$ cat config.mk
export PLATFORM = sky130hd
export DESIGN_NAME = ifa_div
export DESIGN_NICKNAME = d
export VERILOG_FILES = /design/src/design/ifa_pkg.sv /design/src/design/ifa_div.sv
export SDC_FILE = /design/constraint.sdc
export NUM_CORES = 1
export LEC_CHECK = 0
export ABC_CLOCK_PERIOD_IN_PS = 3100
export BUFFER_PORTS_ARGS = -buffer_cell sky130_fd_sc_hd__buf_2
export CORE_MARGIN = 4
export CORE_UTILIZATION = 37
export CTS_CLUSTER_DIAMETER = 150
export CTS_CLUSTER_SIZE = 24
export DETAILED_ROUTE_END_ITERATION = 16
export PLACE_DENSITY_LB_ADDON = 0.15
export SETUP_SLACK_MARGIN = 0.2
export SYNTH_ARGS = -nofsm -noshare
export SYNTH_HDL_FRONTEND = slang
export SYNTH_SLANG_ARGS = --single-unit
$ cat constraint.sdc
create_clock -name clk -period 3.1 [get_ports clk]
set_clock_uncertainty 0.05 [all_clocks]
set_input_delay 0.155 -clock clk [delete_from_list [all_inputs] [get_ports clk]]
set_output_delay 0.155 -clock clk [all_outputs]
set_load 0.02 [all_outputs]
$ cat src/design/ifa_pkg.sv
// Shared constants, codes and types for the interval first-fit allocator.
package ifa_pkg;

    localparam int MEMORY_LIMIT = 65536;
    localparam int MAX_REGIONS  = 32;
    localparam int IDX_W        = $clog2(MAX_REGIONS);
    localparam int CNT_W        = $clog2(MAX_REGIONS + 1);
    localparam int ADDR_W       = 17;
    localparam int OFF_W        = 16;
    localparam int DIV_STEPS    = ADDR_W;
    localparam int DCNT_W       = $clog2(DIV_STEPS);

    typedef enum logic [1:0] {
        OP_CLEAR   = 2'd0,
        OP_RESERVE = 2'd1,
        OP_ALLOC   = 2'd2,
        OP_NONE    = 2'd3
    } op_t;

    typedef enum logic [1:0] {
        ST_OK       = 2'd0,
        ST_CONFLICT = 2'd1,
        ST_NOSPACE  = 2'd2,
        ST_FULL     = 2'd3
    } status_t;

    typedef enum logic [1:0] {
        CELL_HOLD = 2'd0,
        CELL_ROT  = 2'd1,
        CELL_INS  = 2'd2
    } cell_cmd_t;

    typedef struct packed {
        cell_cmd_t          cmd;
        logic [ADDR_W-1:0]  key;
        logic [ADDR_W-1:0]  ins_end;
    } cell_ctl_t;

endpackage

$ cat src/design/ifa_div.sv
// Restoring remainder unit, one quotient bit per cycle.
module ifa_div (
    input  logic                           clk,
    input  logic                           rst_n,
    input  logic                           start,
    input  logic [ifa_pkg::ADDR_W-1:0]     dividend,
    input  logic [ifa_pkg::ADDR_W-1:0]     divisor,
    output logic                           done,
    output logic [ifa_pkg::ADDR_W-1:0]     rem
);

    logic [ifa_pkg::ADDR_W-1:0]   rem_reg;
    logic [ifa_pkg::ADDR_W-1:0]   dvd_reg;
    logic [ifa_pkg::ADDR_W-1:0]   dsr_reg;
    logic [ifa_pkg::DCNT_W-1:0]   cnt_reg;
    logic                         busy_reg;
    logic                         done_reg;
    logic [ifa_pkg::ADDR_W:0]     trial;
    logic [ifa_pkg::ADDR_W:0]     diff;

    assign trial = {rem_reg, dvd_reg[ifa_pkg::ADDR_W-1]};
    assign diff  = trial - {1'b0, dsr_reg};
    assign done  = done_reg;
    assign rem   = rem_reg;

    always_ff @(posedge clk or negedge rst_n)
    begin
        if (!rst_n)
        begin
            busy_reg <= 1'b0;
            done_reg <= 1'b0;
            cnt_reg  <= '0;
        end
        else
        begin
            done_reg <= 1'b0;
            if (start)
            begin
                busy_reg <= 1'b1;
                cnt_reg  <= '0;
            end
            else if (busy_reg)
            begin
                cnt_reg <= cnt_reg + 1'b1;
                if (cnt_reg == ifa_pkg::DCNT_W'(ifa_pkg::DIV_STEPS - 1))
                begin
                    busy_reg <= 1'b0;
                    done_reg <= 1'b1;
                end
            end
        end
    end

    always_ff @(posedge clk)
    begin
        if (start)
        begin
            rem_reg <= '0;
            dvd_reg <= dividend;
            dsr_reg <= divisor;
        end
        else if (busy_reg)
        begin
            dvd_reg <= {dvd_reg[ifa_pkg::ADDR_W-2:0], 1'b0};
            if (trial >= {1'b0, dsr_reg})
                rem_reg <= diff[ifa_pkg::ADDR_W-1:0];
            else
                rem_reg <= trial[ifa_pkg::ADDR_W-1:0];
        end
    end

endmodule

# Yosys cells after proc, flatten, opt, wreduce, memory -nomap -nowiden
# Cells that the tools add are included.
totals:
  reg_bits: 58
  output_inout_bits: 18
  wordCells: 22
classes:
  add_sub_neg: 2
  n_lt_le_gt_ge: 1
  n_eq_ne: 1
  muxes: 11
  n_reduce_logical: 1
ops:
  columns: ["op", "count"]
  rows:
  - ["2-to-1 mux 17 bit", 3]
  - ["greater-or-equal comparator 18 x 17 -> 1 bit", 1]
  - ["subtractor 17 bit", 1]
  - ["2-to-1 mux 5 bit", 2]
  - ["2-to-1 mux 1 bit", 6]
  - ["adder 5 x 1 -> 5 bit, second input constant", 1]
  - ["== test 5 bit, second input constant", 1]
  - ["nonzero test 2 bit", 1]

# Longest topological paths before layout
depth:
  depth_word: 4
  ltp_mapped: 11
  depth_no_buf: 10

# Least setup slack after synthesis
# OpenSTA, ideal clock, no wires.
synth_timing:
  path_type: "register to register"
  startpoint: "reg dvd_reg[16] in the netlist's numbering"
  endpoint: "reg rem_reg (netlist bit rem[16])"
  setup_time_ns: 0.084
  arrival_time_ns: 2.336
  path_slack_ns: 0.630
  path_stages_with_launch: 11
  path_buffers: 0
  cell_sequence: "edfxtp_1 > inv_1 > ha_1 > inv_1 > fa_1 > a21o_1 > a221oi_4 > o21ai_2 > a21oi_2 > mux2_4 > o31ai_2"
synth_via:
  elab_chain_cells: 2
synth_rtl:
  columns: ["element", "line", "text"]
  rows:
  - ["from (decl)", "ifa_div.sv:13", "logic [ifa_pkg::ADDR_W-1:0] dvd_reg;"]
  - ["from (signal assigned)", "ifa_div.sv:59", "dvd_reg <= dividend;"]
  - ["from (signal assigned)", "ifa_div.sv:64", "dvd_reg <= {dvd_reg[ifa_pkg::ADDR_W-2:0], 1'b0};"]
  - ["subtractor 17 bit or greater-or-equal comparator 18 x 17 -> 1 bit (tied branches)", "ifa_div.sv:22, ifa_div.sv:65", null]
  - ["2-to-1 mux 17 bit *", "ifa_div.sv:65", "if (trial >= {1'b0, dsr_reg})"]
  - ["to (signal assigned)", "ifa_div.sv:66", "rem_reg <= diff[ifa_pkg::ADDR_W-1:0];"]
  - ["to (signal assigned)", "ifa_div.sv:68", "rem_reg <= trial[ifa_pkg::ADDR_W-1:0];"]
  - ["to (decl)", "ifa_div.sv:12", "logic [ifa_pkg::ADDR_W-1:0] rem_reg;"]
# Mark *: on every way between the ends. The rest lies on a longest branch, timed or not.
# A chain may end at the register's enable or synchronous reset.

# Final worst setup path
# Ends and elaborated chain as after synthesis.

==> summary.md <==
| Metric | Value |
|---|---|
| Status | `complete, no violations` |
| Main synth FF type | `edfxtp_1` |
| Setup TNS | `0 ns` |
| Crit start category | `flop` |
| Post-synth EDFFs | `34` |
| Post-CTS Setup Bufs | `0` |
| Post-synthesis sequential area ratio | `44.05%` |
| Die Y | `105.1 um` |
| Vias in the first global route | `2697` |
| Worst-case clock buffer depth | `2` |
| Leak pwr | `0.001824 uW` |
| Min Tclk post-route | `2.638 ns` |
| Iteration-0 DRC count of the detailed router | `92` |
| Post-route DRC | `0` |
| Post-Syn Instances | `314` |
| Initial DRT Pass Iterations | `4` |
| Clock root buffer | `clkbuf_8` |
| Row count | `35` |
| R2R Path End | `rem[16]$_SDFFE_PP0P_` |
| Worst path cell trace | `inv_1, ha_1, inv_1, fa_1, a21o_1, a221oi_4, o21ai_2, a21oi_2, mux2_4, o31ai_2` |
| Pins Over Slew Limit | `0` |
| Hold crit path type | `primary input to flop` |
| Final setup fails | `0` |
| Chip Width | `105.1 um` |
| Worst VDD drop | `0.3138 mV` |
| Fmax achieved | `379.1 MHz` |
| Layout cell share with drive strength beyond 1 | `32.23%` |
| Rel. slew slack | `55.23%` |
| Crit share post-route | `85.10%` |
| Global-route wire length before repair | `13410 um` |
| Fin. Hold Viols | `0` |
| Critical path peak fanout | `4` |
| Unrepaired setup endpoints after global routing | `false` |
| Mapped Area | `3488 um2` |
| Clock slew at reported path FFs | `0.07 ns` |
| HP Start | `dividend[0]` |
| Fin nets | `443` |
| Worst path slowest cell | `fa_1` |
| Flop2flop setup slack | `0.46 ns` |
| I/O Buffers | `54` |
| Non-filler instance count after layout | `502` |
| Worst-skew pair later-pin latency | `0.35 ns` |
| Routed Wire Length | `8030 um` |
| Full die area | `11050 um2` |
| TritonCTS clock tree | `yes` |
| Placed insts | `468` |
| Wire length per cell | `16.00 um` |
| Largest net degree at the start of global routing | `24` |
| Power Dens Cells | `523.1 nW/um2` |
| Grt ovf | `0` |
| Syn nets | `371` |
| Hold path depth | `2` |
| Most common cell after layout, fill and taps aside | `buf_2` |
| Avg Inst Size Synth | `11.11 um2` |
| HPWL Detailed | `5830 um` |
| Top delay family on crit path | `compound AO/OA/AOI/OAI gates` |
| Total GRT Usage | `15.32%` |
| Hold EP | `dvd_reg[0]$_SDFFCE_PN0P_` |
| H-tree levels | `3` |
| Layout area overhead | `21.45%` |
| N_diodes | `0` |
| Worst path bufs/invs | `2` |
| Via-to-Cell Ratio | `5.189` |
| Initial antenna violation count | `0` |
| Cell depth of the worst flop-to-flop path | `10` |
| WS Path Type | `flop to flop` |
| Synth warnings | `0` |
| Synth unique cells | `69` |
| Number of synthesized register bits | `58` |
| Max incr delay on CP | `0.39 ns` |
| Vias | `2605` |
| CP endpoint kind | `flop` |
| Ys async rst share | `12.07%` |
| Antenna-violating nets left | `0` |
| Reg-to-reg startpoint | `dvd_reg[16]$_DFFE_PP_` |
| Total power | `2216 uW` |
| Cell mode on critical path | `inv_1` |
| Max-cap violations | `0` |
| Most frequent cells in the layout | `buf_2, edfxtp_1, inv_1` |
| GPL Wtd Cong | `0.7943` |
| Clock buffer count from CTS | `9` |
| CTS Sinks | `58` |
| Starting Density | `37.93%` |
| Arrival time at the worst endpoint | `2.86 ns` |
| I/O pins | `55` |
| CORE AREA | `9196 um2` |
| # fillers | `904` |
| Slew @ Worst Pin | `0.6709 ns` |
| WP data required | `3.32 ns` |
timing repair:
item / 4_1_cts / 5_1_grt
hold buffers: 18 / 0
endpoints found under the setup margin: 0 / 0
gates resized for setup: 0 / 0
endpoints found under the hold margin: 24 / 0
cell families (layout without fill, tap and decap cells):
| family | Yosys count | count (layout) | share of synthesized area (%) |
|---|---|---|---|
| simple gates | 90 | 90 | 14.10 |
| compound gates | 75 | 75 | 19.84 |
| flops | 58 | 58 | 44.05 |
| buf+inv | 40 | 117 | 5.488 |
| fa+ha+maj | 20 | 20 | 7.389 |
| mux | 18 | 18 | 5.882 |
| xor+xnor | 13 | 13 | 3.264 |
cells in the mapped netlist (4+ instances only):
master | number | share of area (%)
a21oi_1 | 14 | 2.0
a21oi_2 | 4 | 1.0
and2_1 | 7 | 1.3
buf_2 | 5 | 0.72
clkbuf_1 | 5 | 0.54
dfrtp_1 | 7 | 5.0
dfxtp_1 | 17 | 9.8
edfxtp_1 | 34 | 29
ha_1 | 19 | 6.8
inv_1 | 23 | 2.5
mux2_2 | 16 | 5.2
nand2_1 | 22 | 2.4
nand2b_1 | 6 | 1.1
nand3_1 | 5 | 0.72
nand4_1 | 9 | 1.6
nor2_1 | 20 | 2.2
nor3_1 | 7 | 1.0
o211ai_1 | 7 | 1.5
o21ai_0 | 4 | 0.57
o21ai_2 | 5 | 1.3
o31ai_2 | 4 | 1.4
xnor2_1 | 5 | 1.3
xor2_1 | 8 | 2.0
metrics by stage:
step / hold slack (ns) / setup WS (ns) / instance area, um2 / util (%)
after CTS: 0.03451 / 0.4539 / 4237 / 46.07
after global placement: -0.05031 / 0.4891 / 3837 / 41.73
after global routing: 0.03403 / 0.2790 / 4237 / 46.07
after detailed placement: -0.04944 / 0.4576 / 3837 / 41.73
after floorplan: -0.1906 / 0.6298 / 3488 / -
final: 0.05421 / 0.4618 / 4237 / 46.07
how the worst max path moves through the flow:
stage                           from  cells past startpoint                    to  slack (ns)
6_report       dvd_reg[16]$_DFFE_PP_                     10  rem[16]$_SDFFE_PP0P_        0.46
5_1_grt        dvd_reg[16]$_DFFE_PP_                     10  rem[16]$_SDFFE_PP0P_        0.28
4_1_cts        dvd_reg[16]$_DFFE_PP_                     10  rem[16]$_SDFFE_PP0P_        0.45
3_5_place_dp   dvd_reg[16]$_DFFE_PP_                     10  rem[16]$_SDFFE_PP0P_        0.46
3_3_place_gp   dvd_reg[16]$_DFFE_PP_                     10  rem[16]$_SDFFE_PP0P_        0.49
2_1_floorplan  dvd_reg[16]$_DFFE_PP_                     10  rem[16]$_SDFFE_PP0P_        0.63
layer usage:
| layer | wire length (um) | up-vias | track usage [%] |
|---|---|---|---|
| met1 | 3691 | 1226 | 19.64 |
| met2 | 3831 | 61 | 24.70 |
| met4 | 99 | 0 | 4.780 |
| li1 | - | 1308 | - |
| met5 | 0 | - | 0 |
| met3 | 408 | 10 | 4.694 |
power breakdown:
group	switching (uW)	internal, uW	total (uW)	leakage, uW
Clock	319	472	791	0.000109
Sequential	39.5	885	925	0.000576
Combinational	283	217	500	0.00114
layout make-up:
type | instances | area, um2 | share of cell area [%]
repair buffers | 78 | 495.5 | 11.70
inverters | 23 | 86.33 | 2.038
flip-flops and latches | 58 | 1536 | 36.27
clock inverters | 5 | 77.57 | 1.831
well taps | 111 | 138.9 | 3.278
multi-input cells | 216 | 1760 | 41.55
clock buffers | 11 | 141.4 | 3.337
Note: power is estimated with default switching activity, not from simulation.
