$ cat src/design/ifa_pkg.sv
// Shared constants, codes and types for the interval first-fit allocator.
package ifa_pkg;

    localparam int MEMORY_LIMIT = 65536;
    localparam int MAX_REGIONS  = 32;
    localparam int IDX_W        = $clog2(MAX_REGIONS);
    localparam int CNT_W        = $clog2(MAX_REGIONS + 1);
    localparam int ADDR_W       = 17;
    localparam int OFF_W        = 16;
    localparam int DIV_STEPS    = ADDR_W;
    localparam int DCNT_W       = $clog2(DIV_STEPS);

    typedef enum logic [1:0] {
        OP_CLEAR   = 2'd0,
        OP_RESERVE = 2'd1,
        OP_ALLOC   = 2'd2,
        OP_NONE    = 2'd3
    } op_t;

    typedef enum logic [1:0] {
        ST_OK       = 2'd0,
        ST_CONFLICT = 2'd1,
        ST_NOSPACE  = 2'd2,
        ST_FULL     = 2'd3
    } status_t;

    typedef enum logic [1:0] {
        CELL_HOLD = 2'd0,
        CELL_ROT  = 2'd1,
        CELL_INS  = 2'd2
    } cell_cmd_t;

    typedef struct packed {
        cell_cmd_t          cmd;
        logic [ADDR_W-1:0]  key;
        logic [ADDR_W-1:0]  ins_end;
    } cell_ctl_t;

endpackage

$ cat src/design/ifa_cell.sv
// One table slot: holds a region, compares it to the key, shifts or rotates.
module ifa_cell (
    input  logic                           clk,
    input  ifa_pkg::cell_ctl_t             ctl,
    input  logic                           valid,
    input  logic                           prv_lt,
    input  logic [ifa_pkg::ADDR_W-1:0]     left_start,
    input  logic [ifa_pkg::ADDR_W-1:0]     left_end,
    input  logic [ifa_pkg::ADDR_W-1:0]     right_start,
    input  logic [ifa_pkg::ADDR_W-1:0]     right_end,
    output logic [ifa_pkg::ADDR_W-1:0]     start,
    output logic [ifa_pkg::ADDR_W-1:0]     stop,
    output logic                           lt,
    output logic                           eq
);

    logic [ifa_pkg::ADDR_W-1:0] start_reg, start_next;
    logic [ifa_pkg::ADDR_W-1:0] end_reg, end_next;

    assign lt    = valid && (start_reg < ctl.key);
    assign eq    = valid && (start_reg == ctl.key);
    assign start = start_reg;
    assign stop  = end_reg;

    always_comb
    begin
        start_next = start_reg;
        end_next   = end_reg;
        case (ctl.cmd)
            ifa_pkg::CELL_ROT:
            begin
                start_next = right_start;
                end_next   = right_end;
            end
            ifa_pkg::CELL_INS:
            begin
                // slots below the insert point keep, the insert point loads, the rest shift up
                if (!lt)
                begin
                    if (prv_lt)
                    begin
                        start_next = ctl.key;
                        end_next   = ctl.ins_end;
                    end
                    else
                    begin
                        start_next = left_start;
                        end_next   = left_end;
                    end
                end
            end
            default:
            begin
                start_next = start_reg;
                end_next   = end_reg;
            end
        endcase
    end

    always_ff @(posedge clk)
    begin
        start_reg <= start_next;
        end_reg   <= end_next;
    end

endmodule

$ cat config.mk
export PLATFORM = sky130hd
export DESIGN_NAME = ifa_cell
export DESIGN_NICKNAME = d
export VERILOG_FILES = /design/src/design/ifa_pkg.sv /design/src/design/ifa_cell.sv
export SDC_FILE = /design/constraint.sdc
export NUM_CORES = 1
export LEC_CHECK = 0
export BUFFER_PORTS_ARGS = -buffer_cell sky130_fd_sc_hd__buf_2
export CORE_ASPECT_RATIO = 1.1
export CORE_UTILIZATION = 46
export CTS_CLUSTER_DIAMETER = 40
export CTS_CLUSTER_SIZE = 28
export DETAILED_ROUTE_END_ITERATION = 6
export MAX_ROUTING_LAYER = met4
export PLACE_DENSITY = 0.86
export RECOVER_POWER = 25
export SYNTH_ARGS = -nofsm -noshare
export SYNTH_HDL_FRONTEND = slang
export SYNTH_SLANG_ARGS = --single-unit
$ cat constraint.sdc
create_clock -name clk -period 4.6 [get_ports clk]
set_input_delay 0.23 -clock clk [delete_from_list [all_inputs] [get_ports clk]]
set_output_delay 0.23 -clock clk [all_outputs]
set_load 0.05 [all_outputs]
### Word level (Yosys, flattened, before mapping)

Index checks and enable logic that the tools add are counted.

* register bits: 34
* output and inout port bits: 36
* input port bits: 107

* muxes and demuxes: 6
* reductions and logical operators: 4
* equality and inequality tests: 4
* $lt $le $gt $ge: 1

Operator list (count)
* two-way mux 17 bit: 4
* one-hot mux 17 bit (2 select lines): 2
* == test 17 bit: 1
* less-than comparator 17 bit: 1
* == test 2 x 1 -> 1 bit (second input constant): 1
* == test 2 bit (second input constant): 1
* logical AND 1 bit: 2
* inequality test 2 bit (second input constant): 1
* AND reduction 2 bit: 1
* nonzero test 2 bit: 1

### Logic depth before layout (Yosys ltp)

Gate-level depths: netlist (run 1).

* depth after elaboration: 4
* depth in mapped cells: 6
* depth with buffers taken out: 6

### Least setup slack after synthesis (run 1)

Ideal clock, no wire load.

* kind: register to register
* start point: register start_reg (netlist bit start[16])
* end point: register start_reg (netlist bit start[0]), enable pin
* setup time: 404 ps
* data required time: 4196 ps
* period minus slack after synthesis: 3047 ps
* arrival: 2643 ps
* cell stages (with the launch flop): 6
* slack: 1553 ps
* buffers on the path: 0
* cell sequence: edfxtp_1 ha_1 nand4_2 nor4_4 a221oi_2 a41oi_2

* longest elaborated chain between the ends: 4

RTL lines
* start, declared: line ifa_cell.sv:17 `logic [ifa_pkg::ADDR_W-1:0] start_reg, start_next;`
* start signal, assigned: line ifa_cell.sv:62 `start_reg <= start_next;`
* less-than comparator 17 bit: line ifa_cell.sv:20 `assign lt = valid && (start_reg < ctl.key);`
* logical AND 1 bit: line ifa_cell.sv:20
* inequality test 2 bit (no source line)
* AND reduction 2 bit (no source line)

Every way passes these cells.
A chain may end at the register's enable or synchronous reset.

### Worst setup path after layout (run 1)

* start point: register start_reg (netlist bit start[16])
* end point: register end_reg (netlist bit stop[9]), enable pin

* longest elaborated chain between the ends: 4

RTL lines
* less-than comparator 17 bit: line ifa_cell.sv:20
* logical AND 1 bit: line ifa_cell.sv:20
* inequality test 2 bit (no source line)
* AND reduction 2 bit (no source line)
* end signal, assigned: line ifa_cell.sv:63 `end_reg <= end_next;`
* end, declared: line ifa_cell.sv:18 `logic [ifa_pkg::ADDR_W-1:0] end_reg, end_next;`

Every way passes these cells.

==> key figures, run 1 <==
Critical path
  • Worst Path Max Fanout: 34
  • CP Launch Type: register
  • Critical path required time: 4.49 ns
  • Critical Path AT: 2.69 ns
  • Critical setup path kind: register to register
  • CP Capture Type: register

Finish
  • FILL cells: 416
  • Share of layout cells above drive strength 1: 37.0%
  • Final #Nets: 474
  • Utilization after layout: 64.5%
  • Diodes inserted: 0
  • Area grow syn2layout: 35.5%
  • Area of the multi-input gates: 1080 um2
  • Seq. cell area: 1020 um2

STA
  • Worst slew pin tran: 1.22 ns
  • Final setup fails: 0
  • Setup TNS: 0 ns
  • Fin crit share: 60.8%
  • RSZ-0062 raised after global routing: false
  • Max Clk Rate: 0.357 GHz
  • Final Max Slew Viols: 0
  • Worst slew margin: 18.1%
  • Minimum clock period: 2.80 ns
  • Clock skew: 0.00408 ns
  • Final Hold Fails: 0

Global routing
  • Initial antenna violation count: 0
  • GRT Util Overall: 20.0%
  • First-pass GRT wire length: 7.34 mm
  • Vias in the first global route: 1,778
  • Global route overflow: 0
  • Largest net degree at the start of global routing: 69

Synth
  • Yosys top cell area share: 46.1%
  • Yosys top cell by area: edfxtp_1
  • Synth unique cells: 26
  • Sequential area share after synthesis: 46.1%
  • Avg Cell Area, Syn: 10.5 um2
  • Mapped Cells: 212
  • Synth area leaders: edfxtp_1 46%, mux2i_1 15%, ha_1 9.6%
  • Post-synthesis register bit count: 34
  • Yosys warns: 0
  • Synthesized cell area: 2220 um2
  • Mapped Nets: 336

Floorplanning
  • Site row count: 26
  • Die H: 74.8 um
  • I/O pins: 143
  • Die ar.: 5100 um2
  • Chip width: 68.2 um
  • Core area: 4650 um2
  • Initial Util: 47.6%

Power and ir drop
  • VDD IR-drop max: 178 uV
  • Total Power: 0.916 mW
  • Cell area power density: 305 nW/um2
  • LEAKAGE: 1.53 nW

Placed design
  • I/O Buffers: 142
  • Routability cong.: 0.794
  • DP Wirelength: 3.97 mm

CTS
  • Num CTS Buffers: 5
  • Post-CTS Setup Inserts: 0
  • # resized after CTS: 0
  • Clock latency on the worst-skew pair: 0.28 ns
  • CTS tree: built
  • CTS Root Cell: clkbuf_8
  • Htree depth: 2
  • Hold-fix buffers at CTS: 0
  • CTS clk-pin slew, worst paths: 0.07 ns
  • Clock Sink Count: 34
  • Clock Path Buffers: 2

Detailed routing
  • DR DRC count: 1
  • Vias/cell: 4.99
  • Final wirelength: 5.05 mm
  • Drt first pass iters: 6
  • Detail Route Antenna Nets: 0
  • Via Count: 2,032
  • Routed length per placed instance: 12.4 um
  • 1st-iter DRT viols: 94

Min path
  • Hold Crit Class: input port to register

Run status
  • Status: complete, but fails checks
  • Failing checks: DRC

Flow run
  • Max-cap violations: 0
per-stage QoR:
step,area [um2],cells,setup WS [ns],hold WS (ns)
CTS,3030,407,1.76,0.210
global route,3000,407,1.61,0.229
global placement,2950,399,1.88,0.508
detailed placement,2950,399,1.77,0.509
finish,3000,407,1.80,0.218
floorplan,2220,212,1.55,0.417
Yosys cell counts (all sizes together):
master,count
o221ai,1
clkbuf,4
a21oi,5
buf,7
inv,19
nor4,1
edfxtp,34
nand4,4
and3,2
o21ai,35
a41oi,2
nand3,1
nand2b,1
nor2,1
nor3,1
a21o,2
a221oi,1
xnor2,1
nand2,39
ha,17
mux2i,34
cell type report:
| class | count | share of cell area [%] |
|---|---|---|
| Multi-Input combinational cell | 148 | 36.0 |
| Timing Repair Buffer | 142 | 22.6 |
| Sequential cell | 34 | 34.0 |
| Tap cell | 56 | 2.33 |
| Inverter | 19 | 2.38 |
| Clock buffer | 6 | 2.42 |
| Clock inverter | 2 | 0.292 |
logic make-up after synthesis:
logic type	count (synthesis)	share of synthesized area (%)
XOR/XNOR	1	0.395
multiplexers	34	15.4
AO/OA/AOI/OAI	46	12.0
adder cells (fa/ha/maj)	17	9.60
buffers and inverters	30	5.82
flip-flops	34	46.1
AND/OR/NAND/NOR	50	10.8
critical path, stage by stage, from the launching register on:
cell	delay [ns]
edfxtp_1	0.40
ha_1	0.35
nand4_2	0.17
nor4_4	0.34
a221oi_2	0.12
a41oi_4	1.01
layer usage:
metal	routed length (um)	global-route usage [%]
met5	0	-
met4	82	7.87
met3	344	4.85
met2	2650	34.7
met1	1980	21.8
path summary, 6_finish.rpt:
kind / cells after the start / slack, ns / start / endpoint
max: 5 / 1.80 / start[16] / stop[9]
min: 3 / 0.22 / right_end[14] / stop[14]
max reg2reg: 5 / 1.80 / start[16] / stop[9]
min reg2reg: 4 / 1.58 / start[13] / start[7]
power breakdown:
part | total [mW] | switching [mW] | internal (mW) | leakage [nW]
registers | 0.398 | 0.0122 | 0.386 | 0.332
clock network | 0.207 | 0.103 | 0.104 | 0.0426
logic | 0.310 | 0.216 | 0.0939 | 1.16
total | 0.916 | 0.331 | 0.584 | 1.53
placed cells by master (no fill, tap or decap):
| cell | netlist | routed |
|---|---|---|
| nand2_1 | 39 | 38 |
| clkinv_2 | 0 | 1 |
| ha_1 | 17 | 17 |
| edfxtp_1 | 34 | 34 |
| a21o_1 | 1 | 1 |
| nor3_1 | 1 | 1 |
| clkbuf_1 | 4 | 27 |
| nand4_2 | 2 | 2 |
| nand3_1 | 1 | 1 |
| o221ai_1 | 1 | 1 |
| a221oi_2 | 1 | 1 |
| inv_1 | 19 | 19 |
| a21o_2 | 1 | 1 |
| clkinv_1 | 0 | 1 |
| nor4_4 | 1 | 1 |
| xnor2_1 | 1 | 1 |
| nor2_1 | 1 | 1 |
| and3_2 | 1 | 1 |
| clkbuf_8 | 0 | 5 |
| o21ai_0 | 35 | 35 |
| and3_1 | 1 | 1 |
| mux2i_1 | 34 | 34 |
| a41oi_1 | 1 | 1 |
| nand2_2 | 0 | 1 |
| buf_2 | 4 | 116 |
| a21oi_1 | 5 | 5 |
| a41oi_4 | 0 | 1 |
| nand2b_1 | 1 | 1 |
| nand4_1 | 2 | 2 |
Note: power is estimated with default switching activity, not from simulation.
==> run 2, diff against run 1 <==
- CORE_UTILIZATION: 46 -> 39
- PLACE_DENSITY: 0.86 -> 0.78
- clock period: 4.6 -> 2.55 ns (I/O delays scaled with it)
==> run 2 against run 1 <==
  * The run now ends clean
  * Worst hold slack got worse by 0.096 ns
  * Clock power rose by 79%
  * Final area rose by 5.8%
  * Die area rose by 17%
  * Maximum frequency rose by 27%
  * First-iteration DRC count fell by 56%
  * Routed wire length rose by 13%
  * Setup slack got worse by 1.5 ns
  * Sequential share of layout area fell by 1.9 points
  * Cell count rose by 5.7%
  * Clock skew rose by 0.0028 ns
  * Register-to-register slack got worse by 1.5 ns
  * Critical path type unchanged
==> key figures, run 2 (synthesis results as in run 1) <==
Run status
  • Status: finished clean (was complete, but fails checks)

Critical path
  • Worst path cell trace: ha_4 -> nand4_1 -> nor4_4 -> a221oi_2 -> a41oi_4 -> buf_4 (was ha_1 -> nand4_2 -> nor4_4 -> a221oi_2 -> a41oi_4)
  • Worst Path Max Fanout: 10 (was 34)
  • CP max stage delay: 0.43 ns (was 1.01 ns)
  • Crit path max-delay family: simple AND/OR/NAND/NOR gates (was compound AO/OA/AOI/OAI gates)
  • Stages on worst setup path: 6 (was 5)
  • Critical path required time: 2.53 ns (was 4.49 ns)
  • FF-to-FF path depth: 6 (was 5)
  • Critical setup path kind: register to register (unchanged)
  • Crit path buf inv count: 1 (was 0)
  • CP Capture Type: register (unchanged)
  • Slowest cell on the critical path: edfxtp_1 (was a41oi_4)
  • Critical Path AT: 2.18 ns (was 2.69 ns)
  • CP Launch Type: register (unchanged)

CTS
  • Num CTS Buffers: 5 (unchanged)
  • Htree depth: 2 (unchanged)
  • Clock latency on the worst-skew pair: 0.28 ns (about the same)
  • CTS clk-pin slew, worst paths: 0.07 ns (about the same)
  • # resized after CTS: 0 (unchanged)
  • CTS tree: built (unchanged)
  • Clock Sink Count: 34 (unchanged)
  • Hold-fix buffers at CTS: 0 (unchanged)
  • Post-CTS Setup Inserts: 0 (unchanged)
  • CTS Root Cell: clkbuf_8 (unchanged)
  • Clock Path Buffers: 2 (unchanged)

Global routing
  • Global route overflow: 0 (unchanged)
  • First-pass GRT wire length: 9.03 mm (was 7.34 mm)
  • Initial antenna violation count: 0 (unchanged)
  • Largest net degree at the start of global routing: 56 (was 69)
  • GRT Util Overall: 20.8% (was 20.0%)
  • Vias in the first global route: 2,051 (was 1,778)

Finish
  • Area grow syn2layout: 43.4% (was 35.5%)
  • Final #Nets: 478 (was 474)
  • Share of layout cells above drive strength 1: 40.0% (was 37.0%)
  • Utilization after layout: 58.5% (was 64.5%)
  • Commonest non-fill, non-tap cell in the layout: buf_2 (unchanged)
  • Diodes inserted: 0 (unchanged)
  • Seq. cell area: 1020 um2 (unchanged)
  • Area of the multi-input gates: 1190 um2 (was 1080 um2)
  • FILL cells: 483 (was 416)
  • Commonest non-fill, non-tap cells in the layout: 116 x buf_2, 38 x nand2_1, 34 x mux2i_1, 34 x o21ai_0, 34 x edfxtp_1 (was 116 x buf_2, 38 x nand2_1, 35 x o21ai_0)

STA
  • Max Clk Rate: 0.454 GHz (was 0.357 GHz)
  • Fin crit share: 86.4% (was 60.8%)
  • Minimum clock period: 2.20 ns (was 2.80 ns)
  • Setup TNS: 0 ns (unchanged)
  • Final setup fails: 0 (unchanged)
  • Final Hold Fails: 0 (unchanged)
  • Worst slew pin tran: 0.850 ns (was 1.22 ns)
  • Worst slew margin: 43.2% (was 18.1%)
  • Worst Slack Setup Final: 0.348 ns (was 1.80 ns)
  • RSZ-0062 raised after global routing: false (unchanged)
  • Final Max Slew Viols: 0 (unchanged)
  • Clock skew: 0.00686 ns (was 0.00408 ns)

Floorplanning
  • Core area: 5430 um2 (was 4650 um2)
  • Die ar.: 5990 um2 (was 5100 um2)
  • Initial Util: 40.8% (was 47.6%)
  • Chip width: 73.9 um (was 68.2 um)
  • Site row count: 28 (was 26)
  • I/O pins: 143 (unchanged)
  • Die H: 81.1 um (was 74.8 um)

Min path
  • Hold Crit Class: input port to register (unchanged)
  • Worst hold path depth: 3 (unchanged)

Detailed routing
  • Final wirelength: 5.74 mm (was 5.05 mm)
  • 1st-iter DRT viols: 41 (was 94)
  • Vias/cell: 4.73 (was 4.99)
  • DR DRC count: 0 (was 1)
  • Drt first pass iters: 4 (was 6)
  • Routed length per placed instance: 13.3 um (was 12.4 um)
  • Detail Route Antenna Nets: 0 (unchanged)
  • Via Count: 2,036 (was 2,032)

Placed design
  • I/O Buffers: 142 (unchanged)
  • Place WS: 0.356 ns (was 1.77 ns)
  • DP Wirelength: 4.71 mm (was 3.97 mm)
  • Routability cong.: 0.740 (was 0.794)

Power and ir drop
  • Cell area power density: 535 nW/um2 (was 305 nW/um2)
  • LEAKAGE: 1.55 nW (was 1.53 nW)
  • VDD IR-drop max: 252 uV (was 178 uV)
  • Total Power: 1.70 mW (was 0.916 mW)

Flow run
  • Max-cap violations: 0 (unchanged)
## run 2: changes by cell type in the layout (fill, tap and decap cells not counted), sizes merged
cell,delta
buf,+4
## run 2: worst min-delay path, stage by stage
cell and delay (ns):
buf_2 0.07, nand2_1 0.03, o21ai_0 0.06
## run 2: metrics by stage
stage | area [um2] | instances | hold WS [ns]
detailed placement | 3130 | 422 | 0.410
CTS | 3210 | 430 | 0.113
global route | 3180 | 430 | 0.124
floorplan | 2340 | 212 | 0.315
finish | 3180 | 430 | 0.122
global placement | 3130 | 422 | 0.410
## run 2: final cells by class
type | instances | share of cell area [%]
clock buffers | 6 | 2.28
flip-flops and latches | 34 | 32.1
multi-input cells | 148 | 37.4
inverters | 19 | 2.24
well taps | 75 | 2.95
repair buffers | 146 | 22.7
clock inverters | 2 | 0.276
## run 2: worst paths after layout
kind	from	to	slack [ns]
worst max-delay path	start[11]	stop[4]	0.35
worst min-delay path	right_start[7]	start[7]	0.12
worst min register to register	start[16]	start[12]	1.08
worst max register to register	start[11]	stop[4]	0.35
## run 2: where the power goes
group	switching, mW	internal [mW]	total [mW]
logic	0.404	0.200	0.605
registers	0.0293	0.695	0.724
clock network	0.183	0.188	0.371
## run 2: routing by layer
metal  up-vias  wire [um]  track usage, %  share of wire (%)
li1       1046          -               -                  -
met2        97       2890            37.1                 50
met5         -          0               -                  0
met3        14        363            4.71                6.3
met1       879       2300            21.9                 40
met4         0        174            9.04                3.0
